## config.mk

```make
export PLATFORM = sky130hd
export DESIGN_NAME = dtd_token_ctrl
export DESIGN_NICKNAME = d
export VERILOG_FILES = /design/src/rtl/dtd_pkg.sv /design/src/rtl/dtd_token_ctrl.sv
export SDC_FILE = /design/constraint.sdc
export NUM_CORES = 1
export LEC_CHECK = 0
export BUFFER_PORTS_ARGS = -buffer_cell sky130_fd_sc_hd__buf_2
export CORE_ASPECT_RATIO = 0.6
export CORE_MARGIN = 3
export CORE_UTILIZATION = 47
export CTS_BUF_LIST = sky130_fd_sc_hd__clkbuf_8
export CTS_CLUSTER_DIAMETER = 30
export DETAILED_ROUTE_END_ITERATION = 7
export PLACE_DENSITY = 0.78
export RECOVER_POWER = 50
export SLEW_MARGIN = 20
export SYNTH_ARGS = -nofsm -noshare
export SYNTH_HDL_FRONTEND = slang
export SYNTH_SLANG_ARGS = --single-unit
```

## constraint.sdc

```tcl
create_clock -name clk_i -period 9.1 [get_ports clk_i]
set_input_delay 1.82 -clock clk_i [delete_from_list [all_inputs] [get_ports clk_i]]
set_output_delay 1.82 -clock clk_i [all_outputs]
set_load 0.03 [all_outputs]
```

## src/rtl/dtd_pkg.sv

```systemverilog
// dtd_pkg: shared types and constants of the dictionary token decompressor
// no dependencies

package dtd_pkg;

  // input word kinds carried in s_axis_tuser
  localparam logic OP_LOAD   = 1'b0;
  localparam logic OP_DECODE = 1'b1;

  // control tokens of the compressed stream
  localparam logic [7:0] TOK_END    = 8'd0;
  localparam logic [7:0] TOK_RUN    = 8'd1;
  localparam logic [7:0] TOK_SINGLE = 8'd2;

  // configuration register indexes
  localparam logic [1:0] CFG_TWO_START    = 2'd0;
  localparam logic [1:0] CFG_THREE_START  = 2'd1;
  localparam logic [1:0] CFG_THREE_OFFSET = 2'd2;

  localparam logic [7:0] TWO_START_RST    = 8'd128;
  localparam logic [7:0] THREE_START_RST  = 8'd192;
  localparam logic [9:0] THREE_OFFSET_RST = 10'd256;

  // raw dictionary offset before folding into the ram range
  localparam int OFF_W   = 11;
  localparam int OFF_MAX = 1788;

  typedef enum logic [2:0] {
    PH_IDLE,
    PH_COUNT,
    PH_LIT,
    PH_CHAR,
    PH_SKIP
  } phase_e;

  typedef enum logic [1:0] {
    SQ_ACCEPT,
    SQ_ADDR,
    SQ_DATA
  } seq_e;

  typedef struct packed {
    logic [7:0] two_char_start;
    logic [7:0] three_char_start;
    logic [9:0] three_char_offset;
  } cfg_t;

  typedef struct packed {
    logic [7:0] out_char;
    logic       last;
    logic       truncated;
  } out_item_t;

  typedef struct packed {
    logic wr_en;
    logic rd_en;
  } ram_cmd_t;

endpackage

```

## src/rtl/dtd_token_ctrl.sv

```systemverilog
// dtd_token_ctrl: token parser, string capacity tracking and dictionary fetch sequencer
// depends on dtd_pkg; drives dtd_dict_ram

module dtd_token_ctrl #(
  parameter int DICT_DEPTH = 1024,
  parameter int AW         = 10
) (
  input  logic               clk_i,
  input  logic               rst_ni,
  input  dtd_pkg::cfg_t      cfg_i,
  input  logic               in_valid_i,
  output logic               in_ready_o,
  input  logic               in_op_i,
  input  logic [9:0]         in_dict_address_i,
  input  logic [7:0]         in_dict_value_i,
  input  logic [7:0]         in_code_i,
  input  logic [7:0]         in_capacity_i,
  input  logic               out_free_i,
  output logic               emit_o,
  output dtd_pkg::out_item_t emit_item_o,
  output dtd_pkg::ram_cmd_t  ram_cmd_o,
  output logic [AW-1:0]      wr_addr_o,
  output logic [7:0]         wr_data_o,
  output logic [AW-1:0]      rd_addr_o,
  input  logic [7:0]         rd_data_i
);

  import dtd_pkg::*;

  localparam int VW        = (AW + 1 > OFF_W) ? AW + 1 : OFF_W;
  localparam int RED_STEPS = OFF_MAX / DICT_DEPTH;
  localparam logic [VW-1:0] DEPTH_V = VW'(DICT_DEPTH);
  localparam logic [AW-1:0] LAST_A  = AW'(DICT_DEPTH - 1);

  seq_e           seq_q, seq_d;
  phase_e         phase_q, phase_d;
  logic [7:0]     lit_q, lit_d;
  logic [7:0]     space_q, space_d;
  logic           active_q, active_d;
  logic [1:0]     cnt_q, cnt_d;
  logic [OFF_W-1:0] off_q, off_d;
  logic [AW-1:0]  ptr_q, ptr_d;

  phase_e           cur_phase;
  logic [7:0]       cur_space;
  logic [7:0]       cur_lit;
  logic [7:0]       diff3, diff2;
  logic [OFF_W-1:0] dict_off;
  logic [1:0]       dict_cnt;
  logic [AW-1:0]    off_red;
  logic [VW-1:0]    load_addr;

  // fold a raw offset into the ram range
  function automatic logic [AW-1:0] wrap_off(input logic [OFF_W-1:0] v);
    logic [VW-1:0] t;
    t = VW'(v);
    for (int k = 0; k < RED_STEPS; k++) begin
      if (t >= DEPTH_V) begin
        t = t - DEPTH_V;
      end
    end
    return t[AW-1:0];
  endfunction

  function automatic logic [AW-1:0] next_addr(input logic [AW-1:0] p);
    return (p == LAST_A) ? '0 : p + AW'(1);
  endfunction

  // dictionary section decode
  always_comb begin
    diff3 = in_code_i - cfg_i.three_char_start;
    diff2 = in_code_i - cfg_i.two_char_start;
    if (in_code_i >= cfg_i.three_char_start) begin
      dict_off = OFF_W'({diff3, 1'b0}) + OFF_W'(diff3) + OFF_W'(cfg_i.three_char_offset);
      dict_cnt = 2'd3;
    end else if (in_code_i >= cfg_i.two_char_start) begin
      dict_off = OFF_W'({diff2, 1'b0}) + OFF_W'(cfg_i.two_char_start);
      dict_cnt = 2'd2;
    end else begin
      dict_off = OFF_W'(in_code_i);
      dict_cnt = 2'd1;
    end
  end

  assign off_red   = wrap_off(off_q);
  assign load_addr = VW'(in_dict_address_i);
  assign wr_addr_o = load_addr[AW-1:0];
  assign wr_data_o = in_dict_value_i;

  always_comb begin
    seq_d       = seq_q;
    phase_d     = phase_q;
    lit_d       = lit_q;
    space_d     = space_q;
    active_d    = active_q;
    cnt_d       = cnt_q;
    off_d       = off_q;
    ptr_d       = ptr_q;
    in_ready_o  = 1'b0;
    emit_o      = 1'b0;
    emit_item_o = '0;
    ram_cmd_o   = '0;
    rd_addr_o   = ptr_q;

    // a new string starts with fresh capacity
    cur_phase = active_q ? phase_q : PH_IDLE;
    cur_lit   = active_q ? lit_q : 8'd0;
    if (active_q) begin
      cur_space = space_q;
    end else begin
      cur_space = (in_capacity_i == 8'd0) ? 8'd1 : in_capacity_i;
    end

    case (seq_q)
      SQ_ACCEPT: begin
        in_ready_o = out_free_i;
        if (in_valid_i && out_free_i) begin
          if (in_op_i == OP_LOAD) begin
            ram_cmd_o.wr_en = (load_addr < DEPTH_V);
          end else begin
            active_d = 1'b1;
            space_d  = cur_space;
            phase_d  = cur_phase;
            lit_d    = cur_lit;
            case (cur_phase)
              PH_SKIP: begin
                if (in_code_i == TOK_END) begin
                  phase_d  = PH_IDLE;
                  active_d = 1'b0;
                end
              end
              PH_COUNT: begin
                lit_d   = in_code_i;
                phase_d = (in_code_i == 8'd0) ? PH_IDLE : PH_LIT;
              end
              PH_LIT, PH_CHAR: begin
                emit_o = 1'b1;
                if (cur_space <= 8'd1) begin
                  emit_item_o.last      = 1'b1;
                  emit_item_o.truncated = 1'b1;
                  phase_d = PH_SKIP;
                  lit_d   = 8'd0;
                end else begin
                  emit_item_o.out_char = in_code_i;
                  space_d = cur_space - 8'd1;
                  if (cur_phase == PH_CHAR) begin
                    phase_d = PH_IDLE;
                  end else begin
                    lit_d = cur_lit - 8'd1;
                    if (cur_lit == 8'd1) begin
                      phase_d = PH_IDLE;
                    end
                  end
                end
              end
              default: begin
                phase_d = PH_IDLE;
                if (in_code_i == TOK_END) begin
                  emit_o           = 1'b1;
                  emit_item_o.last = 1'b1;
                  active_d         = 1'b0;
                end else if (in_code_i == TOK_RUN) begin
                  phase_d = PH_COUNT;
                end else if (in_code_i == TOK_SINGLE) begin
                  phase_d = PH_CHAR;
                end else begin
                  off_d = dict_off;
                  cnt_d = dict_cnt;
                  seq_d = SQ_ADDR;
                end
              end
            endcase
          end
        end
      end
      SQ_ADDR: begin
        ram_cmd_o.rd_en = 1'b1;
        rd_addr_o       = off_red;
        ptr_d           = next_addr(off_red);
        seq_d           = SQ_DATA;
      end
      SQ_DATA: begin
        if (out_free_i) begin
          emit_o = 1'b1;
          if (space_q <= 8'd1) begin
            emit_item_o.last      = 1'b1;
            emit_item_o.truncated = 1'b1;
            phase_d = PH_SKIP;
            lit_d   = 8'd0;
            seq_d   = SQ_ACCEPT;
          end else begin
            emit_item_o.out_char = rd_data_i;
            space_d = space_q - 8'd1;
            if (cnt_q == 2'd1) begin
              seq_d = SQ_ACCEPT;
            end else begin
              cnt_d           = cnt_q - 2'd1;
              ram_cmd_o.rd_en = 1'b1;
              rd_addr_o       = ptr_q;
              ptr_d           = next_addr(ptr_q);
            end
          end
        end
      end
      default: begin
        seq_d = SQ_ACCEPT;
      end
    endcase
  end

  always_ff @(posedge clk_i or negedge rst_ni) begin
    if (!rst_ni) begin
      seq_q    <= SQ_ACCEPT;
      phase_q  <= PH_IDLE;
      lit_q    <= 8'd0;
      space_q  <= 8'd0;
      active_q <= 1'b0;
      cnt_q    <= 2'd0;
    end else begin
      seq_q    <= seq_d;
      phase_q  <= phase_d;
      lit_q    <= lit_d;
      space_q  <= space_d;
      active_q <= active_d;
      cnt_q    <= cnt_d;
    end
  end

  always_ff @(posedge clk_i) begin
    off_q <= off_d;
    ptr_q <= ptr_d;
  end

endmodule

```

== Yosys cells after proc, flatten, opt, wreduce, memory -nomap -nowiden ==
Index checks and enable logic that the tools add are counted.

* Bits in registers: 45
* Input bits: 73
* Output and inout port bits: 42
* Word-level logic and storage cells: 162

* Add/sub/neg operators: 12
* $lt $le $gt $ge: 6
* Equality and inequality tests: 23
* Mux-type cells: 92
* Bitwise operators: 4
* Reductions and logical operators: 17

{| class="wikitable"
|+ Operator list
! operator !! count
|-
| two-way mux 8 bit || 18
|-
| two-way mux 10 bit || 11
|-
| two-way mux 2 bit || 26
|-
| one-hot mux 8 bit (2 select lines) || 3
|-
| one-hot mux 10 bit (2 select lines) || 2
|-
| two-way mux 3 bit || 9
|-
| subtractor 8 x 1 -> 8 bit, second input constant || 3
|-
| adder 10 x 1 -> 10 bit, second input constant || 2
|-
| adder 9 x 8 -> 10 bit || 2
|-
| equality test 10 bit, second input constant || 2
|-
| != test 2 bit, second input constant || 10
|-
| equality test 8 x 1 -> 1 bit, second input constant || 2
|-
| >= comparator 8 bit || 2
|-
| <= comparator 8 x 1 -> 1 bit, second input constant || 2
|-
| logical NOT 8 bit || 2
|-
| subtractor 8 bit || 2
|-
| two-way mux 1 bit || 14
|-
| adder 10 x 10 -> 11 bit || 1
|-
| >= comparator 11 bit, second input constant || 1
|-
| less-than comparator 10 x 11 -> 1 bit, second input constant || 1
|-
| two-way mux 11 bit || 1
|-
| AND reduction 10 bit || 1
|-
| AND reduction 5 bit || 2
|-
| subtractor 10 x 1 -> 10 bit, second input constant || 1
|-
| other kinds (24) || 34
|}

== Logic depth before layout (Yosys ltp) ==
Gate-level depths: netlist of the first run.

* Word-level depth: 10
* Gate-level depth with buffers: 18
* Mapped depth without buffers: 17

== Worst setup path after synthesis of the first run ==
No wires, ideal clock.

* Path kind: input port to output port
* Start: input in_capacity_i[1]
* End: output emit_item_o[2] (netlist name)
* Arrival time: 3.798 ns
* Required time: 7.280 ns
* Path slack: 3.482 ns
* Stages on the path: 9
* Buffers on the path: 0
* Cell sequence: nor4_1 -> a211oi_1 -> a21oi_1 -> inv_1 -> ha_1 -> o221ai_2 -> o31ai_4 -> nor2_1 -> a22o_1

{| class="wikitable"
|+ RTL lines
! element !! line !! text
|-
| start, declared || dtd_token_ctrl.sv:17 || <nowiki>input logic [7:0] in_capacity_i,</nowiki>
|-
| end, declared || dtd_token_ctrl.sv:20 || <nowiki>output dtd_pkg::out_item_t emit_item_o,</nowiki>
|}

==> results.json, run 1 <==
{
  "ant_nets": 0,
  "hold_viol": 0,
  "slew_headroom_pct": 1.14,
  "diodes": 0,
  "fillerInstances": 996,
  "fin_cells": 841,
  "drt-total-wl_um": 14700,
  "placed_area_mm2": 0.00569,
  "syn_area_per_cell_um2": 8.19,
  "maxSlewViolCount": 0,
  "cts_made_buffers": 5,
  "synthToLayoutAreaGrowth_pct": 8.70,
  "synth.distinct_cells": 69,
  "setup_viol_count_final": 0,
  "grt_pass1_wl_um": 23100,
  "min_path_cells": 1,
  "ctsResizeCount": 0,
  "worst-path-buf-inv": 3,
  "synth_top_area_share_pct": 11.3,
  "design_area_mm2": 0.00580,
  "utilization_pct": 53.6,
  "drc_errors": 0,
  "crit_path_end_kind": "output pin",
  "status": "completed",
  "tns_ps": 0,
  "synthTopCellsByArea": "dfrtp_1 (11%), edfxtp_1 (11%), ha_1 (11%)",
  "drv_cap": 0,
  "syn-num-nets": 780,
  "gp_congestion": 0.951,
  "synth.largest_area_cell": "dfrtp_1",
  "p_per_area_mw_per_mm2": 242,
  "avgViaCountPerCell": 6.10,
  "synth_area_mm2": 0.00533,
  "dr_total_vias": 5131,
  "cpMostUsedCell": "buf_2",
  "worst_ep_required_time_ps": 7280,
  "die_width_um": 144,
  "reg2reg_depth": 8,
  "initial_utilization_pct": 49.3,
  "cts.htree.levels": 2,
  "path_clk_slew_ps": 90,
  "clockRootBuffer": "clkbuf_8",
  "synth_edf_count": 20,
  "die_h_um": 88.5,
  "routedWlPerCell_um": 17.4,
  "ys_seq_area_share_pct": 22.5,
  "ir_drop_v": 0.000104,
  "dr.pass1.iters": 5,
  "clock_latency_ps": 310,
  "dp_cells": 833,
  "fin_crit_ps": 6310,
  "start_kind": "primary input",
  "grt_max_degree": 25,
  "slowest_delay_ps": 560,
  "synthArstFlopShare_pct": 54.5,
  "cp_data_arrival_time_ps": 4490,
  "antenna_found_initial": 0,
  "grt_usage_pct": 22.8,
  "cts_max_path_buffers": 2,
  "io_buffers": 78,
  "num_rows": 29,
  "finalNetCount": 830,
  "p_total_mw": 1.41,
  "max_freq_mhz": 158,
  "cts_tree": "done",
  "path_delay_family": "compound AO/OA/AOI/OAI gates",
  "clock_skew_ps": 3.15,
  "cp_num_cells": 11,
  "grt_pass1_vias": 4676,
  "synthFlopType": "dfrtp_1",
  "yosys_warnings": 0,
  "crit_fanout": 8,
  "tightest_slew_ps": 1480,
  "postCtsHoldBufs": 0,
  "dp_hpwl_um": 11400,
  "cts_setup_buffers": 0,
  "crit_slowest_cell": "nor2_1",
  "crit_chain": "buf_2, nor4_1, a211oi_1, a21oi_1, inv_1, ha_1, o221ai_2, o31ai_4, nor2_1, a22o_1, buf_2",
  "dieArea_mm2": 0.0127,
  "period_share_pct": 69.4,
  "hold_class": "reg2reg",
  "critPathKind": "in2out",
  "rsz0062_at_grt": "false",
  "ys_ff_latch": 44,
  "syn_inst": 651,
  "layout-drive-gt1-share_pct": 15.7,
  "grt-ovfl-total": 0,
  "drt-initial-drc-count": 484,
  "core_area_mm2": 0.0108,
  "ioPinCount": 115,
  "p_leak_nw": 2.62,
  "cts.sinks": 44
}
-- cells in the mapped netlist, types with 6 or more instances --
cell      number
o22ai_1       13
buf_2         10
and3_1         6
fa_1          11
dfrtp_1       24
nor3_1        16
nand3_1       22
a22o_1        10
xor2_1        16
mux2_2        14
xnor2_1       33
edfxtp_1      20
ha_1          45
buf_4         18
mux2i_1       13
nor2b_1       12
o21ai_0       43
nor2_1        67
inv_1         57
clkbuf_1       8
a21oi_1       39
o21a_1         7
nand4_1        7
nand2_1       46
-- cells by family (layout without fill, tap and decap cells) --
| family | after synthesis | in the layout | synth area share [%] |
|---|---|---|---|
| DFF | 44 | 44 | 22.5 |
| muxes | 28 | 28 | 5.82 |
| AOI/OAI and AO/OA | 177 | 177 | 22.4 |
| xor gates and xnor gates | 49 | 49 | 8.05 |
| and+or+nand+nor | 202 | 202 | 18.2 |
| adders and majority gates | 56 | 56 | 14.7 |
| buffers and inverters | 95 | 146 | 8.33 |
-- registers in the layout (all words and copies together), names as in the netlist --
name,cells
phase_q,3
cnt_q,2
lit_q,8
off_q,10
ptr_q,10
space_q,8
seq_q,2
active_q,1
-- path summary, 6_finish.rpt --
path	startpoint	endpoint	slack, ps
worst max register to register	seq_q[0]	lit_q[0]	6090
min in group asynchronous	rst_ni	lit_q[2]	1850
worst min-delay path	cnt_q[1]	cnt_q[1]	520
worst max-delay path	in_capacity_i[2]	emit_item_o[7]	2790
worst min register to register	cnt_q[1]	cnt_q[1]	520
max in group asynchronous	rst_ni	space_q[2]	6380
-- stage by stage --
stage | worst slack, ps | hold slack, ps
finish | 2790 | 519
global route | 2630 | 549
CTS | 2860 | 514
detailed placement | 2880 | 493
global placement | 3000 | 489
floorplan | 3480 | 479
-- layout by cell type (no fill, tap or decap), drive strengths merged, types with 16 or more instances in the layout --
cell	count
a21oi	40
buf	78
dfrtp	24
edfxtp	20
ha	45
inv	57
nand2	46
nand3	22
nor2	67
nor3	18
o21ai	44
xnor2	33
xor2	16
-- final cells by class --
class,instances,area [um2],area share (%)
multi-input combinational,512,3690,63.6
sequential,44,1200,20.7
timing repair buffer,81,409,7.06
inverter,57,214,3.69
tap,139,174,3.00
clock buffer,5,68.8,1.19
clock inverter,3,42.5,0.734
-- per-layer routing --
| metal | track usage, % | up-vias | wire (um) |
|---|---|---|---|
| met5 | 0 | - | 0 |
| met4 | 4.10 | 0 | 108 |
| li1 | - | 2420 | - |
| met1 | 35.5 | 2412 | 6970 |
| met3 | 4.00 | 16 | 1410 |
| met2 | 33.4 | 283 | 6180 |
-- power breakdown --
part | total, mW | internal [mW] | switching [mW]
combinational | 0.881 | 0.353 | 0.528
clock | 0.157 | 0.0815 | 0.0753
sequential | 0.368 | 0.283 | 0.0845
Power figures use the tool's default switching activity.
==> run 2: changes to the inputs <==
- ABC_AREA: unset -> 1
- PLACE_DENSITY: 0.78 -> 0.81
- clock period: 9.1 -> 5.6 ns (I/O delays scaled with it)
==> results.json, run 2 <==
{
  "clock_skew_ps": 13.0,
  "yosys_warnings": 0,
  "design_area_mm2": 0.00600,
  "synth.largest_area_cell": "nand2_1",
  "period_share_pct": 77.9,
  "die_h_um": 89.8,
  "cts.sinks": 44,
  "cts_max_path_buffers": 2,
  "finalNetCount": 990,
  "clock_latency_ps": 320,
  "dr.pass1.iters": 5,
  "ys_ff_latch": 44,
  "drt-total-wl_um": 14900,
  "cts_tree": "done",
  "status": "completed",
  "drv_cap": 0,
  "rsz0062_at_grt": "false",
  "slowest_delay_ps": 280,
  "antenna_found_initial": 0,
  "num_rows": 29,
  "ys_seq_area_share_pct": 21.8,
  "reg.largest.list": "off_q x10, ptr_q x10",
  "cts_made_buffers": 5,
  "crit_path_end_kind": "output pin",
  "dr_wl_met3_um": 1560,
  "path_clk_slew_ps": 80,
  "initial_utilization_pct": 50.0,
  "grt_pass1_vias": 4849,
  "ctsResizeCount": 0,
  "routedWlPerCell_um": 14.6,
  "synth-adder-area-share_pct": 14.2,
  "crit_slowest_cell": "or2_2",
  "met2WireLength_um": 5660,
  "p_per_area_mw_per_mm2": 434,
  "fillerInstances": 1063,
  "slew_headroom_pct": 3.24,
  "crit_fanout": 7,
  "diodes": 0,
  "ant_nets": 0,
  "grt-ovfl-total": 0,
  "synth_compound_area_share_pct": 17.7,
  "postCtsHoldBufs": 0,
  "max_freq_mhz": 229,
  "drt-met1-wl_um": 7500,
  "dp_hpwl_um": 12200,
  "ys_top_cells_by_count": "nand2_1 (204), inv_1 (122), o21ai_0 (50)",
  "grt_max_degree": 25,
  "maxSlewViolCount": 0,
  "hold_viol": 0,
  "dr_total_vias": 5429,
  "synthToLayoutAreaGrowth_pct": 9.06,
  "die_width_um": 146,
  "cts.htree.levels": 2,
  "worst_ep_required_time_ps": 4480,
  "hold_class": "reg2reg",
  "start_kind": "primary input",
  "drt-initial-drc-count": 491,
  "syn_area_per_cell_um2": 6.87,
  "grt_usage_pct": 22.6,
  "gp_congestion": 0.989,
  "synthXorXnorAreaFrac_pct": 5.57,
  "synth_top_family_by_area": "simple AND/OR/NAND/NOR gates",
  "critPathKind": "in2out",
  "routed.top_layer": "met4",
  "synth_mux_area_share_pct": 0.205,
  "path_delay_family": "simple AND/OR/NAND/NOR gates",
  "syn_inst": 801,
  "avgViaCountPerCell": 5.34,
  "cpMostUsedCell": "nand2_1",
  "setup_viol_count_final": 0,
  "core_area_mm2": 0.0110,
  "ir_drop_v": 0.000160,
  "cp_data_arrival_time_ps": 3240,
  "synthTopCellsByArea": "nand2_1 (14%), dfrtp_1 (11%), edfxtp_1 (11%)",
  "layout-drive-gt1-share_pct": 15.0,
  "synth_top_area_share_pct": 13.9,
  "dieArea_mm2": 0.0131,
  "tns_ps": 0,
  "placed_area_mm2": 0.00591,
  "yosysMostFrequentCell": "nand2_1",
  "tightest_slew_ps": 1450,
  "drc_errors": 0,
  "grt_pass1_wl_um": 24600,
  "synthArstFlopShare_pct": 54.5,
  "crit_chain": "buf_2, nor2_1, nand2_1, o21ai_2, nand2_1, ha_1, or2_2, nand3_1, nor2_2, nand2_4, nand2_1, o21ai_0, buf_2",
  "synth-simple-area-share_pct": 28.1,
  "p_leak_nw": 3.12,
  "cts_setup_buffers": 0,
  "mostFrequentLayoutCell": "nand2_1",
  "synth.distinct_cells": 47,
  "fin_crit_ps": 4360,
  "synth_edf_count": 20,
  "ioPinCount": 115,
  "io_buffers": 78,
  "worst-path-buf-inv": 2,
  "synthFlopType": "dfrtp_1",
  "synth_area_mm2": 0.00550,
  "clockRootBuffer": "clkbuf_8",
  "syn-num-nets": 930,
  "layout_common_cells": "nand2_1 (206), inv_1 (122), buf_2 (77), o21ai_0 (51), nor2_1 (47)"
}
run 2: cell count changes in the layout (fill, tap and decap cells not counted), sizes merged, moves of 13 or more:
cell / change
xnor2: -25
nand2: +169
nand3: +19
o21ai: +28
inv: +73
mux2: -13
mux2i: -14
run 2: final timing paths:
kind                                  start              to  cells after the start  slack [ps]
max                        in_capacity_i[3]  emit_item_o[4]                     13        1240
min                                lit_q[4]        lit_q[4]                      2         490
max reg2reg                        active_q        off_q[3]                      7        2830
min reg2reg                        lit_q[4]        lit_q[4]                      2         490
max in group asynchronous            rst_ni      phase_q[0]                      1        3630
min in group asynchronous            rst_ni        lit_q[6]                      1        1120
run 2: cells by family after synthesis:
logic type	count (synthesis)
buf+inv	157
fa+ha+maj	56
simple gates	346
mux	1
compound gates	162
flops	44
xor+xnor	35
run 2: layout make-up:
type	count	area, um2	share of cell area (%)
Clock buffer	5	68.8	1.15
Sequential cell	44	1200	20.0
Clock inverter	3	46.3	0.772
Multi-Input combinational cell	600	3590	59.9
Inverter	129	484	8.07
Timing Repair Buffer	81	408	6.80
Tap cell	155	194	3.23
run 2: worst register-to-register path, delay by kind of cell (launching register included):
family                 cells  cell delay (ps)
buffers and inverters      2              520
flip-flops                 1              570
AND/OR/NAND/NOR            4             1240
AO/OA/AOI/OAI              1              170
run 2: through the flow:
step	utilization (%)	std cells	worst slack, ps	hold slack [ps]	total power, mW
2_1_floorplan	-	801	1370	448	1.94
3_3_place_gp	53.7	1009	1170	463	2.28
3_5_place_dp	53.7	1009	1030	474	2.31
4_1_cts	54.8	1017	1270	495	2.58
5_1_grt	54.5	1017	1080	531	2.85
6_report	54.5	1017	1240	490	2.60
run 2: power by group:
group	internal (mW)	total (mW)	switching (mW)
Combinational	0.582	1.74	1.16
Sequential	0.482	0.598	0.116
Clock	0.135	0.263	0.128
Total	1.20	2.60	1.40
run 2: layer usage:
| layer | GRT usage [%] | vias to the layer above |
|---|---|---|
| met5 | 0 | - |
| met3 | 5.23 | 13 |
| met4 | 3.63 | 0 |
| met2 | 30.3 | 268 |
| met1 | 36.7 | 2406 |
| li1 | - | 2742 |
==> run 3: changes to the inputs <==
- clock period: 5.6 -> 3.7 ns (I/O delays scaled with it)
==> results.json, run 3 (synthesized netlist as in run 2, its figures left out) <==
{
  "finalNetCount": 1023,
  "max_freq_mhz": 284,
  "ir_drop_v": 0.000265,
  "synthToLayoutAreaGrowth_pct": 14.9,
  "cts_made_buffers": 5,
  "multi_input_area_mm2": 0.00368,
  "cts_setup_buffers": 0,
  "r2r_start": "seq_q[0]",
  "layout_common_cells": "nand2_1 (202), inv_1 (122), buf_2 (77), nor2_1 (47), o21ai_0 (45)",
  "hold_class": "reg2reg",
  "dieArea_mm2": 0.0131,
  "maxSlewViolCount": 0,
  "p_leak_nw": 3.28,
  "design_area_mm2": 0.00632,
  "crit_path_end_kind": "flip-flop",
  "crit_fanout": 4,
  "p_per_area_mw_per_mm2": 659,
  "fin_crit_ps": 3530,
  "tightest_slew_ps": 1430,
  "place_ws_ps": -245,
  "grt_pass1_vias": 5207,
  "whs_ps": 485,
  "clockRootBuffer": "clkbuf_8",
  "ioPinCount": 115,
  "cts_max_path_buffers": 2,
  "rsz0062_at_grt": "true",
  "die_width_um": 146,
  "utilization_pct": 57.5,
  "dp_hpwl_um": 12900,
  "grt_pass1_wl_um": 26200,
  "cts_tree": "done",
  "dr_total_vias": 5734,
  "critPathLaunch": "in_code_i[0]",
  "drt-total-wl_um": 16000,
  "mostFrequentLayoutCell": "nand2_1",
  "critPathKind": "in2reg",
  "r2r-end": "off_q[3]",
  "gp_congestion": 0.982,
  "endpoint": "off_q[8]",
  "drt-initial-drc-count": 614,
  "core_area_mm2": 0.0110,
  "cp_data_arrival_time_ps": 3610,
  "grt_usage_pct": 24.0,
  "fillerInstances": 1073,
  "cts.sinks": 44,
  "antenna_found_initial": 0,
  "path_clk_slew_ps": 100,
  "ant_nets": 0,
  "drv_cap": 0,
  "setup_slack_ps": 173,
  "cts.htree.levels": 2,
  "reg.largest.list": "off_q x10, ptr_q x10",
  "slew_headroom_pct": 4.80,
  "hold_viol": 0,
  "ff_latch_area_mm2": 0.00120,
  "period_share_pct": 95.3,
  "grt-ovfl-total": 0,
  "placed_area_mm2": 0.00615,
  "io_buffers": 78,
  "grt_max_degree": 25,
  "postCtsHoldBufs": 0,
  "avgViaCountPerCell": 5.46,
  "layout-drive-gt1-share_pct": 19.3,
  "diodes": 0,
  "dr.pass1.iters": 6,
  "start_kind": "primary input",
  "die_h_um": 89.8,
  "r2r_slack_ps": 1130,
  "setup_viol_count_final": 0,
  "clock_latency_ps": 320,
  "status": "completed",
  "clock_skew_ps": 15.1,
  "initial_utilization_pct": 50.0,
  "drc_errors": 0,
  "reg2reg_depth": 9,
  "worst_ep_required_time_ps": 3780,
  "num_rows": 29,
  "routedWlPerCell_um": 15.3
}
==> run 3: how the worst min path moves through the flow <==
stage                   from        to  slack, ps  cells past startpoint
floorplan             rst_ni  active_q        440                      0
global placement    lit_q[4]  lit_q[4]        460                      2
detailed placement  lit_q[7]  lit_q[7]        470                      2
CTS                   rst_ni  lit_q[6]        420                      1
global route        lit_q[1]  lit_q[1]        520                      2
finish              lit_q[4]  lit_q[4]        490                      2
==> run 3: routing by layer <==
layer / share of wire (%) / GRT usage, % / up-vias
li1: - / - / 2798
met1: 49 / 38.1 / 2627
met2: 39 / 33.1 / 280
met3: 9.9 / 5.08 / 29
met4: 1.5 / 4.34 / 0
met5: 0 / 0 / -
==> run 3: per-stage QoR <==
stage	power (mW)	setup TNS, ps	std cells
2_1_floorplan	2.94	0	801
3_3_place_gp	3.57	-597	1042
3_5_place_dp	3.66	-1000	1042
4_1_cts	4.06	0	1050
5_1_grt	4.55	-35.6	1050
6_report	4.16	0	1050
==> run 3: timing repair <==
action	4_1_cts	5_1_grt
endpoints found under the setup margin	0	13
resized for setup	0	17
hold endpoints to repair	0	0
==> run 3: worst max-delay path: stages <==
cell and delay, ps:
buf_2 120, inv_1 100, ha_1 160, inv_1 60, fa_2 370, nand2_1 100
nand2_2 80, a31o_2 240, xor2_2 160, inv_1 80, fa_1 500, inv_1 70
ha_4 250, a21oi_1 120, o21ai_1 80, a21oi_1 160, xnor2_1 80, nand2_1 50
o21ai_0 90
==> run 3: final cells by class <==
cell class	instances	area share, %
Clock buffer	5	1.09
Clock inverter	3	0.673
Inverter	129	7.66
Multi-Input combinational cell	600	58.2
Sequential cell	44	19.0
Tap cell	155	3.07
Timing Repair Buffer	114	10.3
==> run 3: report_power, final <==
part / internal (mW) / switching (mW) / leakage (nW)
clock: 0.200 / 0.191 / 0.0558
combinational: 1.02 / 1.86 / 2.74
sequential: 0.730 / 0.159 / 0.483
total: 1.95 / 2.21 / 3.28
